`src/hw/rtl/nsd_pkg.sv`:
```
// ---------------------------------------------------------------------------
// nsd_pkg
// Types and constants shared by the sentence deframer and its checker.
// ---------------------------------------------------------------------------
package nsd_pkg;

  // parse phase of the sentence framer
  typedef enum logic [1:0] {
    PH_HUNT    = 2'd0,
    PH_PAYLOAD = 2'd1,
    PH_DIGIT0  = 2'd2,
    PH_DIGIT1  = 2'd3
  } phase_t;

  // frame status codes
  localparam logic [1:0] ST_OK       = 2'd0;
  localparam logic [1:0] ST_MISMATCH = 2'd1;
  localparam logic [1:0] ST_OVERFLOW = 2'd2;
  localparam logic [1:0] ST_BAD_HEX  = 2'd3;

  // sentence type codes
  localparam logic [2:0] TY_GSA     = 3'd0;
  localparam logic [2:0] TY_GGA     = 3'd1;
  localparam logic [2:0] TY_RMC     = 3'd2;
  localparam logic [2:0] TY_ZDA     = 3'd3;
  localparam logic [2:0] TY_UNKNOWN = 3'd4;

  // framing characters
  localparam logic [7:0] CH_DOLLAR = 8'h24;
  localparam logic [7:0] CH_STAR   = 8'h2A;

  localparam int HDR_LEN   = 5;
  localparam int NUM_TYPES = 4;

  // header table, one row per known type code
  localparam logic [7:0] HDR_TABLE [0:NUM_TYPES-1][0:HDR_LEN-1] = '{
    '{"G", "P", "G", "S", "A"},
    '{"G", "P", "G", "G", "A"},
    '{"G", "P", "R", "M", "C"},
    '{"G", "P", "Z", "D", "A"}
  };

  // result beat fields
  typedef struct packed {
    logic [7:0] received_checksum;
    logic [7:0] payload_length;
    logic [2:0] sentence_type;
    logic [1:0] frame_status;
  } result_t;

  localparam int RESULT_W = $bits(result_t);
  localparam int TDATA_W  = ((RESULT_W + 7) / 8) * 8;

  // hex digit decode: bit 4 is the valid flag, bits 3:0 the value (0 if invalid)
  function automatic logic [4:0] hex_decode(input logic [7:0] c);
    logic [7:0] d;
    d = 8'd0;
    if (c >= 8'h30 && c <= 8'h39) begin
      d = c - 8'h30;
      return {1'b1, d[3:0]};
    end else if (c >= 8'h41 && c <= 8'h46) begin
      d = c - 8'h37;
      return {1'b1, d[3:0]};
    end else if (c >= 8'h61 && c <= 8'h66) begin
      d = c - 8'h57;
      return {1'b1, d[3:0]};
    end
    return 5'd0;
  endfunction

endpackage

```
`src/hw/rtl/nmea_sentence_deframer_unit.sv`:
```
// ---------------------------------------------------------------------------
// nmea_sentence_deframer_unit
// Frames NMEA 0183 sentences from a character stream, checks the XOR
// checksum and classifies the header (GSA, GGA, RMC, ZDA).
// ---------------------------------------------------------------------------
//  channel   | dir | width | content
//  s_axis    | in  | 8     | tdata: rx_byte
//  m_axis    | out | 24    | tdata: frame_status, sentence_type,
//            |     |       |        payload_length, received_checksum
//
//  one character beat is taken per cycle while s_tready is high; the per-character update is one
//  compare, one xor and one counter step in a single register stage
//  a frame's result is registered from its last character into the output stage
//  a two-entry output stage (result register plus skid register) lets input
//  keep flowing while a result waits; s_tready drops only when both are full
//  rst clears the parse phase and the output valids, no clearing pass
// ---------------------------------------------------------------------------
module nmea_sentence_deframer_unit #(
  parameter int MAX_PAYLOAD = 128
) (
  input  logic                        clk,
  input  logic                        rst,
  // bits 7:0 rx_byte
  input  logic [7:0]                  s_tdata,
  input  logic                        s_tvalid,
  output logic                        s_tready,
  // bits 1:0 frame_status, 4:2 sentence_type, 12:5 payload_length,
  // 20:13 received_checksum, 23:21 zero
  output logic [nsd_pkg::TDATA_W-1:0] m_tdata,
  output logic                        m_tvalid,
  input  logic                        m_tready
);

  localparam int CW = $clog2(MAX_PAYLOAD + 1);
  localparam logic [CW-1:0] MAX_CNT = CW'(MAX_PAYLOAD);
  localparam logic [CW-1:0] HDR_CNT = CW'(nsd_pkg::HDR_LEN);

  // parse state
  nsd_pkg::phase_t  phase, phase_next;
  logic [7:0]       running_xor, running_xor_next;
  logic [CW-1:0]    payload_count, payload_count_next;
  logic [3:0]       high_nibble, high_nibble_next;
  logic [3:0]       type_candidates, type_candidates_next;
  logic             digit_error, digit_error_next;

  // output stage
  nsd_pkg::result_t out_reg, skid_reg, res;
  logic             skid_valid;
  logic             res_valid;

  logic             in_fire;
  logic [4:0]       hex;
  logic [7:0]       csum;
  logic [2:0]       cur_type;
  logic [CW+7:0]    count_ext;
  logic [7:0]       count_lo;
  logic             at_max;

  assign in_fire   = s_tvalid && s_tready;
  assign hex       = nsd_pkg::hex_decode(s_tdata);
  assign csum      = {high_nibble, hex[3:0]};
  assign count_ext = {8'd0, payload_count};
  assign count_lo  = count_ext[7:0];
  assign at_max    = (payload_count == MAX_CNT);

  // type classified so far, lowest code wins
  always_comb begin
    cur_type = nsd_pkg::TY_UNKNOWN;
    if (payload_count >= HDR_CNT) begin
      if (type_candidates[0])      cur_type = nsd_pkg::TY_GSA;
      else if (type_candidates[1]) cur_type = nsd_pkg::TY_GGA;
      else if (type_candidates[2]) cur_type = nsd_pkg::TY_RMC;
      else if (type_candidates[3]) cur_type = nsd_pkg::TY_ZDA;
    end
  end

  // next parse phase
  always_comb begin
    phase_next = phase;
    if (in_fire) begin
      case (phase)
        nsd_pkg::PH_HUNT: begin
          if (s_tdata == nsd_pkg::CH_DOLLAR) phase_next = nsd_pkg::PH_PAYLOAD;
        end
        nsd_pkg::PH_PAYLOAD: begin
          if (s_tdata == nsd_pkg::CH_STAR) phase_next = nsd_pkg::PH_DIGIT0;
          else if (at_max)                 phase_next = nsd_pkg::PH_HUNT;
        end
        nsd_pkg::PH_DIGIT0: phase_next = nsd_pkg::PH_DIGIT1;
        nsd_pkg::PH_DIGIT1: phase_next = nsd_pkg::PH_HUNT;
        default:            phase_next = nsd_pkg::PH_HUNT;
      endcase
    end
  end

  // datapath update and result
  always_comb begin
    running_xor_next     = running_xor;
    payload_count_next   = payload_count;
    high_nibble_next     = high_nibble;
    type_candidates_next = type_candidates;
    digit_error_next     = digit_error;
    res_valid            = 1'b0;
    res.frame_status      = nsd_pkg::ST_OK;
    res.sentence_type     = cur_type;
    res.payload_length    = count_lo;
    res.received_checksum = csum;
    if (in_fire) begin
      case (phase)
        nsd_pkg::PH_HUNT: begin
          if (s_tdata == nsd_pkg::CH_DOLLAR) begin
            running_xor_next     = 8'd0;
            payload_count_next   = '0;
            high_nibble_next     = 4'd0;
            type_candidates_next = 4'hF;
            digit_error_next     = 1'b0;
          end
        end
        nsd_pkg::PH_PAYLOAD: begin
          if (s_tdata != nsd_pkg::CH_STAR) begin
            if (at_max) begin
              res_valid             = 1'b1;
              res.frame_status      = nsd_pkg::ST_OVERFLOW;
              res.received_checksum = 8'd0;
            end else begin
              // narrow header candidates over the first five bytes
              if (payload_count < HDR_CNT) begin
                for (int i = 0; i < nsd_pkg::NUM_TYPES; i++) begin
                  if (nsd_pkg::HDR_TABLE[i][payload_count[2:0]] != s_tdata)
                    type_candidates_next[i] = 1'b0;
                end
              end
              running_xor_next   = running_xor ^ s_tdata;
              payload_count_next = payload_count + CW'(1);
            end
          end
        end
        nsd_pkg::PH_DIGIT0: begin
          high_nibble_next = hex[3:0];
          digit_error_next = ~hex[4];
        end
        nsd_pkg::PH_DIGIT1: begin
          res_valid = 1'b1;
          if (!hex[4] || digit_error)    res.frame_status = nsd_pkg::ST_BAD_HEX;
          else if (csum == running_xor)  res.frame_status = nsd_pkg::ST_OK;
          else                           res.frame_status = nsd_pkg::ST_MISMATCH;
        end
        default: begin
          res_valid = 1'b0;
        end
      endcase
    end
  end

  // parse state registers
  always_ff @(posedge clk) begin
    if (rst) begin
      phase           <= nsd_pkg::PH_HUNT;
      running_xor     <= 8'd0;
      payload_count   <= '0;
      high_nibble     <= 4'd0;
      type_candidates <= 4'hF;
      digit_error     <= 1'b0;
    end else begin
      phase           <= phase_next;
      running_xor     <= running_xor_next;
      payload_count   <= payload_count_next;
      high_nibble     <= high_nibble_next;
      type_candidates <= type_candidates_next;
      digit_error     <= digit_error_next;
    end
  end

  // output register with skid stage
  always_ff @(posedge clk) begin
    if (rst) begin
      m_tvalid   <= 1'b0;
      skid_valid <= 1'b0;
    end else if (skid_valid) begin
      if (m_tready) begin
        skid_valid <= 1'b0;
      end
    end else if (!m_tvalid || m_tready) begin
      m_tvalid <= res_valid;
    end else if (res_valid) begin
      skid_valid <= 1'b1;
    end
  end

  // payload of the output stage
  always_ff @(posedge clk) begin
    if (skid_valid) begin
      if (m_tready) out_reg <= skid_reg;
    end else if (!m_tvalid || m_tready) begin
      out_reg <= res;
    end else if (res_valid) begin
      skid_reg <= res;
    end
  end

  assign s_tready = ~skid_valid;
  assign m_tdata  = {{(nsd_pkg::TDATA_W - nsd_pkg::RESULT_W){1'b0}}, out_reg};

endmodule

```
`config.mk`:
```
export PLATFORM = sky130hd
export DESIGN_NAME = nmea_sentence_deframer_unit
export DESIGN_NICKNAME = d
export VERILOG_FILES = /design/src/hw/rtl/nsd_pkg.sv /design/src/hw/rtl/nmea_sentence_deframer_unit.sv
export SDC_FILE = /design/constraint.sdc
export NUM_CORES = 1
export LEC_CHECK = 0
export BUFFER_PORTS_ARGS = -buffer_cell sky130_fd_sc_hd__buf_2
export CAP_MARGIN = 20
export CORE_MARGIN = 2
export CORE_UTILIZATION = 40
export DETAILED_ROUTE_END_ITERATION = 8
export SETUP_SLACK_MARGIN = 0.3
export SYNTH_ARGS = -nofsm -noshare
export SYNTH_HDL_FRONTEND = slang
export SYNTH_SLANG_ARGS = --single-unit
```
`constraint.sdc`:
```
create_clock -name clk -period 8.1 [get_ports clk]
set_clock_uncertainty 0.2 [all_clocks]
set_input_delay 0.405 -clock clk [delete_from_list [all_inputs] [get_ports clk]]
set_output_delay 0.405 -clock clk [all_outputs]
set_load 0.02 [all_outputs]
```
After elaboration in Yosys (flattened, before gate mapping)
Memory sizes are Yosys's and may differ from the RTL's. Index checks and enable logic that the tools add are counted.

Register bits: 71. ROM bits: 256. Input port bits: 12. Memories kept: 4.

Memories: (no name shown) (words 8, bits a word 8, read ports 1, clocked after memory_dff 0, wr ports 0, RTL line nmea_sentence_deframer_unit.sv:129) `if (nsd_pkg::HDR_TABLE[i][payload_count[2:0]] != s_tdata)`; (no name shown) (words 8, bits a word 8, read ports 1, clocked after memory_dff 0, wr ports 0, RTL line nmea_sentence_deframer_unit.sv:129); (no name shown) (words 8, bits a word 8, read ports 1, clocked after memory_dff 0, wr ports 0, RTL line nmea_sentence_deframer_unit.sv:129); (no name shown) (words 8, bits a word 8, read ports 1, clocked after memory_dff 0, wr ports 0, RTL line nmea_sentence_deframer_unit.sv:129).

Add/sub/neg operators: 4. Order comparisons: 9. Equality and inequality tests: 22. Muxes and demuxes: 65. Bitwise operators: 5. Reduce and logical (&&, ||, !) cells: 22.

Operators with widths (number): two-way mux 8 bit (17); two-way mux 21 bit (3); inequality test 8 bit (4); one-hot mux 8 bit (2 select lines) (2); AND reduction 7 bit (4); two-way mux 4 bit (5); two-way mux 5 bit (4); inequality test 2 bit (second input constant) (9); equality test 8 x 6 -> 1 bit (second input constant) (2); >= comparator 8 x 7 -> 1 bit (second input constant) (2); <= comparator 8 x 7 -> 1 bit (second input constant) (2); two-way mux 1 bit (16); one-hot mux 4 bit (2 select lines) (2); two-way mux 3 bit (5); two-way mux 2 bit (7); AND reduction 3 bit (3); adder 8 x 1 -> 8 bit (second input constant) (1); equality test 8 bit (1); equality test 8 bit (second input constant) (1); >= comparator 8 x 3 -> 1 bit (second input constant) (1); >= comparator 8 x 6 -> 1 bit (second input constant) (1); <= comparator 8 x 6 -> 1 bit (second input constant) (1); < comparator 8 x 3 -> 1 bit (second input constant) (1); inequality test 8 x 6 -> 1 bit (second input constant) (1); 19 further kinds (32).

Depth between registers and ports, before layout
Depth in word-level cells: 13. Gate-level depth with buffers: 10. Gate-level depth less buffers: 8.

Worst setup path after synthesis
OpenSTA, ideal clock, no wires.

Path kind: reg2reg. Start point: reg payload_count[0], in the netlist count_lo[0]. End point: reg skid_reg[0] in the netlist's numbering, enable pin. Library setup time: 0.399 ns. Data arrival time: 2.238 ns. Required time: 7.501 ns. Path slack: 5.263 ns. Stages on the path, launching flop included: 7. Period minus slack after synthesis: 2.837 ns. Cell sequence: dfxtp_1 > inv_1 > ha_1 > and4_1 > and3_1 > o21ai_0 > nor2_1.

Word-level cells in the longest chain between the ends: 6.

Ends and longest elaborated chain: from (decl) (RTL line nmea_sentence_deframer_unit.sv:41) `logic [CW-1:0] payload_count, payload_count_next;`; from (signal assigned) (RTL line nmea_sentence_deframer_unit.sv:167) `payload_count <= payload_count_next;`; equality test 8 bit (RTL line nmea_sentence_deframer_unit.sv:64) `assign at_max = (payload_count == MAX_CNT);`; two-way mux 1 bit (RTL line nmea_sentence_deframer_unit.sv:121) `if (at_max) begin`; two-way mux 1 bit (RTL line nmea_sentence_deframer_unit.sv:120) `if (s_tdata != nsd_pkg::CH_STAR) begin`; one-hot mux 1 bit (2 select lines) (RTL line nmea_sentence_deframer_unit.sv:109) `case (phase)`; two-way mux 1 bit (RTL line nmea_sentence_deframer_unit.sv:108) `if (in_fire) begin`; AND reduction 3 bit (no source line); to (signal assigned) (RTL line nmea_sentence_deframer_unit.sv:197) `skid_reg <= res;`; to (decl) (RTL line nmea_sentence_deframer_unit.sv:47) `nsd_pkg::result_t out_reg, skid_reg, res;`.

Every way passes these cells. A chain may end at the register's enable or synchronous reset.

Final worst setup path
Start point: reg skid_valid. End point: reg type_candidates[1].

Word-level cells in the longest chain between the ends: 3.

Ends and longest elaborated chain: from (decl) (RTL line nmea_sentence_deframer_unit.sv:48) `logic skid_valid;`; from (signal assigned) (RTL line nmea_sentence_deframer_unit.sv:178) `skid_valid <= 1'b0;`; from (signal assigned) (RTL line nmea_sentence_deframer_unit.sv:181) `skid_valid <= 1'b0;`; from (signal assigned) (RTL line nmea_sentence_deframer_unit.sv:186) `skid_valid <= 1'b1;`; inverter 1 bit (no source line); logical AND 1 bit (RTL line nmea_sentence_deframer_unit.sv:59) `assign in_fire = s_tvalid && s_tready;`; AND reduction 7 bit (no source line); to (signal assigned) (RTL line nmea_sentence_deframer_unit.sv:169) `type_candidates <= type_candidates_next;`; to (decl) (RTL line nmea_sentence_deframer_unit.sv:43) `logic [3:0] type_candidates, type_candidates_next;`.

Every way passes these cells.

==> metrics.txt <==
# TYPE chip_impl_metric gauge
chip_impl_metric{name="clock_insertion_delay_at_the_later_pin_of_the_skew_report",unit="ns"} 0.35
chip_impl_metric{name="synth_async_sr_flop_share",unit=""} 0
chip_impl_metric{name="clkSinkCount",unit=""} 71
chip_impl_metric{name="ant_nets",unit=""} 0
chip_impl_metric{name="path_clk_slew",unit="ns"} 0.07
chip_impl_metric{name="critical-path-max-stage-delay",unit="ns"} 0.68
chip_impl_metric{name="post_cts_buffers",unit=""} 0
chip_impl_metric{name="post-route-cell-area",unit="mm²"} 0.00404
chip_impl_metric{name="final.setup.tns",unit="ns"} 0
chip_impl_metric{name="synth_cell_type_count",unit=""} 58
chip_impl_info{name="yosys_most_used_dff",value="sky130_fd_sc_hd__edfxtp_1"} 1
chip_impl_metric{name="initial_utilization",unit=""} 0.412
chip_impl_info{name="rsz0062_at_grt",value="no"} 1
chip_impl_metric{name="drt_first_pass_iters",unit=""} 4
chip_impl_info{name="yosysTopAreaCell",value="sky130_fd_sc_hd__edfxtp_1"} 1
chip_impl_info{name="synth.top_cells.by_area",value="sky130_fd_sc_hd__edfxtp_1, sky130_fd_sc_hd__dfxtp_1, sky130_fd_sc_hd__mux2_2"} 1
chip_impl_metric{name="cts_max_path_buffers",unit=""} 2
chip_impl_metric{name="core_region_area",unit="mm²"} 0.00872
chip_impl_metric{name="die_w",unit="µm"} 98.8
chip_impl_info{name="cts_tree",value="yes"} 1
chip_impl_metric{name="die_h",unit="µm"} 98.8
chip_impl_metric{name="std_cell_rows",unit=""} 34
chip_impl_metric{name="layout-drive-gt1-share",unit=""} 0.209
chip_impl_metric{name="post_cts_resize_count",unit=""} 0
chip_impl_metric{name="cts_buffers",unit=""} 9
chip_impl_info{name="setup.worst_path.class",value="reg -> reg"} 1
chip_impl_metric{name="grt.total_usage",unit=""} 0.166
chip_impl_metric{name="layout.nets",unit=""} 391
chip_impl_metric{name="flip_flop_and_latch_count_after_synthesis",unit=""} 71
chip_impl_metric{name="crit_required",unit="ns"} 8.14
chip_impl_metric{name="setup_viol",unit=""} 0
chip_impl_info{name="clockRootBuffer",value="sky130_fd_sc_hd__clkbuf_8"} 1
chip_impl_info{name="worstHoldPathType",value="in -> reg"} 1
chip_impl_metric{name="finalCritPeriodShare",unit=""} 0.344
chip_impl_metric{name="synth-edff-count",unit=""} 42
chip_impl_metric{name="wire_per_inst",unit="µm"} 16.1
chip_impl_metric{name="antenna_cells_inserted",unit=""} 0
chip_impl_metric{name="mean_instance_size_in_the_synthesized_netlist",unit="µm²"} 10.6
chip_impl_metric{name="post-place-cells",unit=""} 463
chip_impl_metric{name="timing_worst_slew_pin_value",unit="ns"} 0.753
chip_impl_metric{name="globalRoute.totalOverflow",unit=""} 0
chip_impl_metric{name="grt_pass1_vias",unit=""} 2443
chip_impl_metric{name="mappedNetlistArea",unit="mm²"} 0.00360
chip_impl_metric{name="holdBufCountCts",unit=""} 0
chip_impl_metric{name="number_of_cells_produced_by_synthesis",unit=""} 338
chip_impl_info{name="critical_path.slowest_cell",value="sky130_fd_sc_hd__nor3b_1"} 1
chip_impl_metric{name="leakage_power_summed_over_all_cells",unit="nW"} 1.66
chip_impl_metric{name="port_buffers",unit=""} 34
chip_impl_metric{name="vias_per_cell",unit=""} 5.25
chip_impl_metric{name="max-cap-violations",unit=""} 0
chip_impl_metric{name="critPathMaxFanout",unit=""} 21
chip_impl_metric{name="ys_warn_count",unit=""} 0
chip_impl_metric{name="relSlewSlack",unit=""} 0.497
chip_impl_metric{name="wire_length_of_the_first_global_routing_pass",unit="µm"} 12500
chip_impl_metric{name="first_iter_violations",unit=""} 146
chip_impl_metric{name="timing.final.hold_violations",unit=""} 0
chip_impl_metric{name="gp_routability_congestion",unit=""} 0.894
chip_impl_metric{name="worst-path-buf-inv",unit=""} 0
chip_impl_metric{name="area_delta_synth_final",unit="%"} 12.3
chip_impl_info{name="worstSetupEndpointType",value="register"} 1
chip_impl_metric{name="placedInstanceArea",unit="mm²"} 0.00380
chip_impl_metric{name="layout_min_cycle_time",unit="ns"} 2.79
chip_impl_metric{name="vias",unit=""} 2526
chip_impl_metric{name="critical_path_arrival",unit="ns"} 2.83
chip_impl_metric{name="power.density",unit="mW/mm²"} 176
chip_impl_info{name="run_status",value="complete, no violations"} 1
chip_impl_metric{name="number_of_antenna_violations_at_the_first_check_in_global_routing",unit=""} 0
chip_impl_metric{name="grt_max_degree",unit=""} 22
chip_impl_metric{name="top_level_ports",unit=""} 38
chip_impl_metric{name="clock_tree.htree_level_count",unit=""} 3
chip_impl_metric{name="fmaxAchievable",unit="MHz"} 359
chip_impl_metric{name="floorplan.die_area",unit="mm²"} 0.00977
chip_impl_metric{name="detailedPlacementHpwl",unit="µm"} 5530
chip_impl_metric{name="vdd.ir_drop.worst",unit="V"} 0.0000599
chip_impl_metric{name="fillCellCount",unit=""} 821
chip_impl_metric{name="timing_max_transition_violations_final",unit=""} 0
chip_impl_metric{name="finalWirelength",unit="µm"} 7740
chip_impl_info{name="worst_path_dominant_cell_family",value="simple AND/OR/NAND/NOR gates"} 1
chip_impl_info{name="timing.critical_path.cells",value="nor3b_1, and4b_1, a31o_2, o21ai_0, o21bai_1, a21o_1"} 1
chip_impl_metric{name="finish.utilization",unit=""} 0.463
chip_impl_metric{name="post-route-drc-count",unit=""} 0
chip_impl_metric{name="final_cell_count_no_fill",unit=""} 481
chip_impl_info{name="setup.worst_path.start_class",value="register"} 1
chip_impl_metric{name="synth.top_cell.area_share",unit=""} 0.351
chip_impl_metric{name="synth_seq_area_share",unit=""} 0.512
-- cell type report --
| class | instances | area, µm² | area share |
|---|---|---|---|
| Clock buffer | 10 | 128 | 0.0316 |
| Multi-Input combinational cell | 237 | 1600 | 0.397 |
| Sequential cell | 71 | 1840 | 0.456 |
| Inverter | 13 | 48.8 | 0.0121 |
| Timing Repair Buffer | 36 | 200 | 0.0495 |
| Clock inverter | 6 | 85.1 | 0.0211 |
| Tap cell | 108 | 135 | 0.0334 |
-- layer usage --
metal  track usage  part of all wire  routed length [µm]
met5             0                 0                   0
met4        0.0611             0.013                 101
met3        0.0468             0.050                 388
met2         0.249              0.44                3380
met1         0.230              0.50                3870
-- through the flow --
| step | worst slack [ns] | power, mW | hold slack (ns) |
|---|---|---|---|
| floorplan | 5.26 | 0.410 | 0.228 |
| global placement | 5.08 | 0.417 | 0.279 |
| detailed placement | 5.10 | 0.417 | 0.280 |
| CTS | 5.10 | 0.720 | 0.0510 |
| global route | 5.08 | 0.737 | 0.0683 |
| finish | 5.31 | 0.712 | 0.0826 |
-- Yosys cell counts, types with 5 or more instances --
library cell and n:
sky130_fd_sc_hd__edfxtp_1 42, sky130_fd_sc_hd__nor2_1 31, sky130_fd_sc_hd__dfxtp_1 29, sky130_fd_sc_hd__nand2_1 29
sky130_fd_sc_hd__o21ai_0 17, sky130_fd_sc_hd__xor2_1 17, sky130_fd_sc_hd__a21oi_1 15, sky130_fd_sc_hd__mux2_2 15
sky130_fd_sc_hd__inv_1 13, sky130_fd_sc_hd__ha_1 11, sky130_fd_sc_hd__clkbuf_1 9, sky130_fd_sc_hd__xnor2_1 9
sky130_fd_sc_hd__and2_1 7, sky130_fd_sc_hd__nand2b_1 6, sky130_fd_sc_hd__nand4_1 6, sky130_fd_sc_hd__nor3_1 6
sky130_fd_sc_hd__a31oi_1 5, sky130_fd_sc_hd__nand3_1 5
-- logic make-up after synthesis --
kind of cell             count (synthesis)  synth area share
AND/OR/NAND/NOR                        120             0.176
AO/OA/AOI/OAI                           60             0.111
flip-flops                              71             0.512
other                                    1           0.00104
buffers and inverters                   32            0.0463
adder cells (fa/ha/maj)                 11            0.0383
XOR/XNOR                                26            0.0633
multiplexers                            17            0.0525
-- where the power goes --
| group | switching (mW) | internal (mW) | total (mW) |
|---|---|---|---|
| registers | 0.000264 | 0.379 | 0.379 |
| clock network | 0.130 | 0.172 | 0.303 |
| logic | 0.0200 | 0.0101 | 0.0301 |
-- worst reg2reg max path, stage by stage (launching register included) --
cell and delay (ns):
sky130_fd_sc_hd__dfxtp_1 0.55, sky130_fd_sc_hd__nor3b_1 0.68, sky130_fd_sc_hd__and4b_1 0.39, sky130_fd_sc_hd__a31o_2 0.28, sky130_fd_sc_hd__o21ai_0 0.21, sky130_fd_sc_hd__o21bai_1 0.20, sky130_fd_sc_hd__a21o_1 0.18
-- placed cells by master, fill, tap and decap left out, types with 2 or more instances in the layout --
master	instances
sky130_fd_sc_hd__edfxtp_1	42
sky130_fd_sc_hd__buf_2	34
sky130_fd_sc_hd__nor2_1	30
sky130_fd_sc_hd__nand2_1	29
sky130_fd_sc_hd__dfxtp_1	29
sky130_fd_sc_hd__xor2_1	17
sky130_fd_sc_hd__o21ai_0	16
sky130_fd_sc_hd__a21oi_1	15
sky130_fd_sc_hd__mux2_2	15
sky130_fd_sc_hd__inv_1	13
sky130_fd_sc_hd__ha_1	11
sky130_fd_sc_hd__xnor2_1	9
sky130_fd_sc_hd__clkbuf_8	9
sky130_fd_sc_hd__and2_1	7
sky130_fd_sc_hd__nand2b_1	6
sky130_fd_sc_hd__nor3_1	6
sky130_fd_sc_hd__nand4_1	6
sky130_fd_sc_hd__nand3_1	5
sky130_fd_sc_hd__a31oi_1	5
sky130_fd_sc_hd__nor4_1	4
sky130_fd_sc_hd__a21o_1	4
sky130_fd_sc_hd__nand3b_1	4
sky130_fd_sc_hd__and3_1	4
sky130_fd_sc_hd__nor3b_1	3
sky130_fd_sc_hd__and4_1	3
sky130_fd_sc_hd__conb_1	3
sky130_fd_sc_hd__o21bai_1	2
sky130_fd_sc_hd__nor2_2	2
sky130_fd_sc_hd__o22ai_1	2
sky130_fd_sc_hd__o31ai_1	2
sky130_fd_sc_hd__a22oi_1	2
sky130_fd_sc_hd__mux2i_1	2
sky130_fd_sc_hd__bufinv_16	2
sky130_fd_sc_hd__buf_8	2
-- path summary, 6_finish.rpt --
check	start	end	slack, ns	cells past startpoint
min reg2reg	type_candidates[3]$_SDFFE_PP1P_	type_candidates[3]$_SDFFE_PP1P_	0.29	2
max	skid_valid$_SDFF_PP0_	type_candidates[1]$_SDFFE_PP1P_	5.31	6
max reg2reg	skid_valid$_SDFF_PP0_	type_candidates[1]$_SDFFE_PP1P_	5.31	6
min	m_tready	skid_valid$_SDFF_PP0_	0.08	2
(Power assumes the default switching activity.)
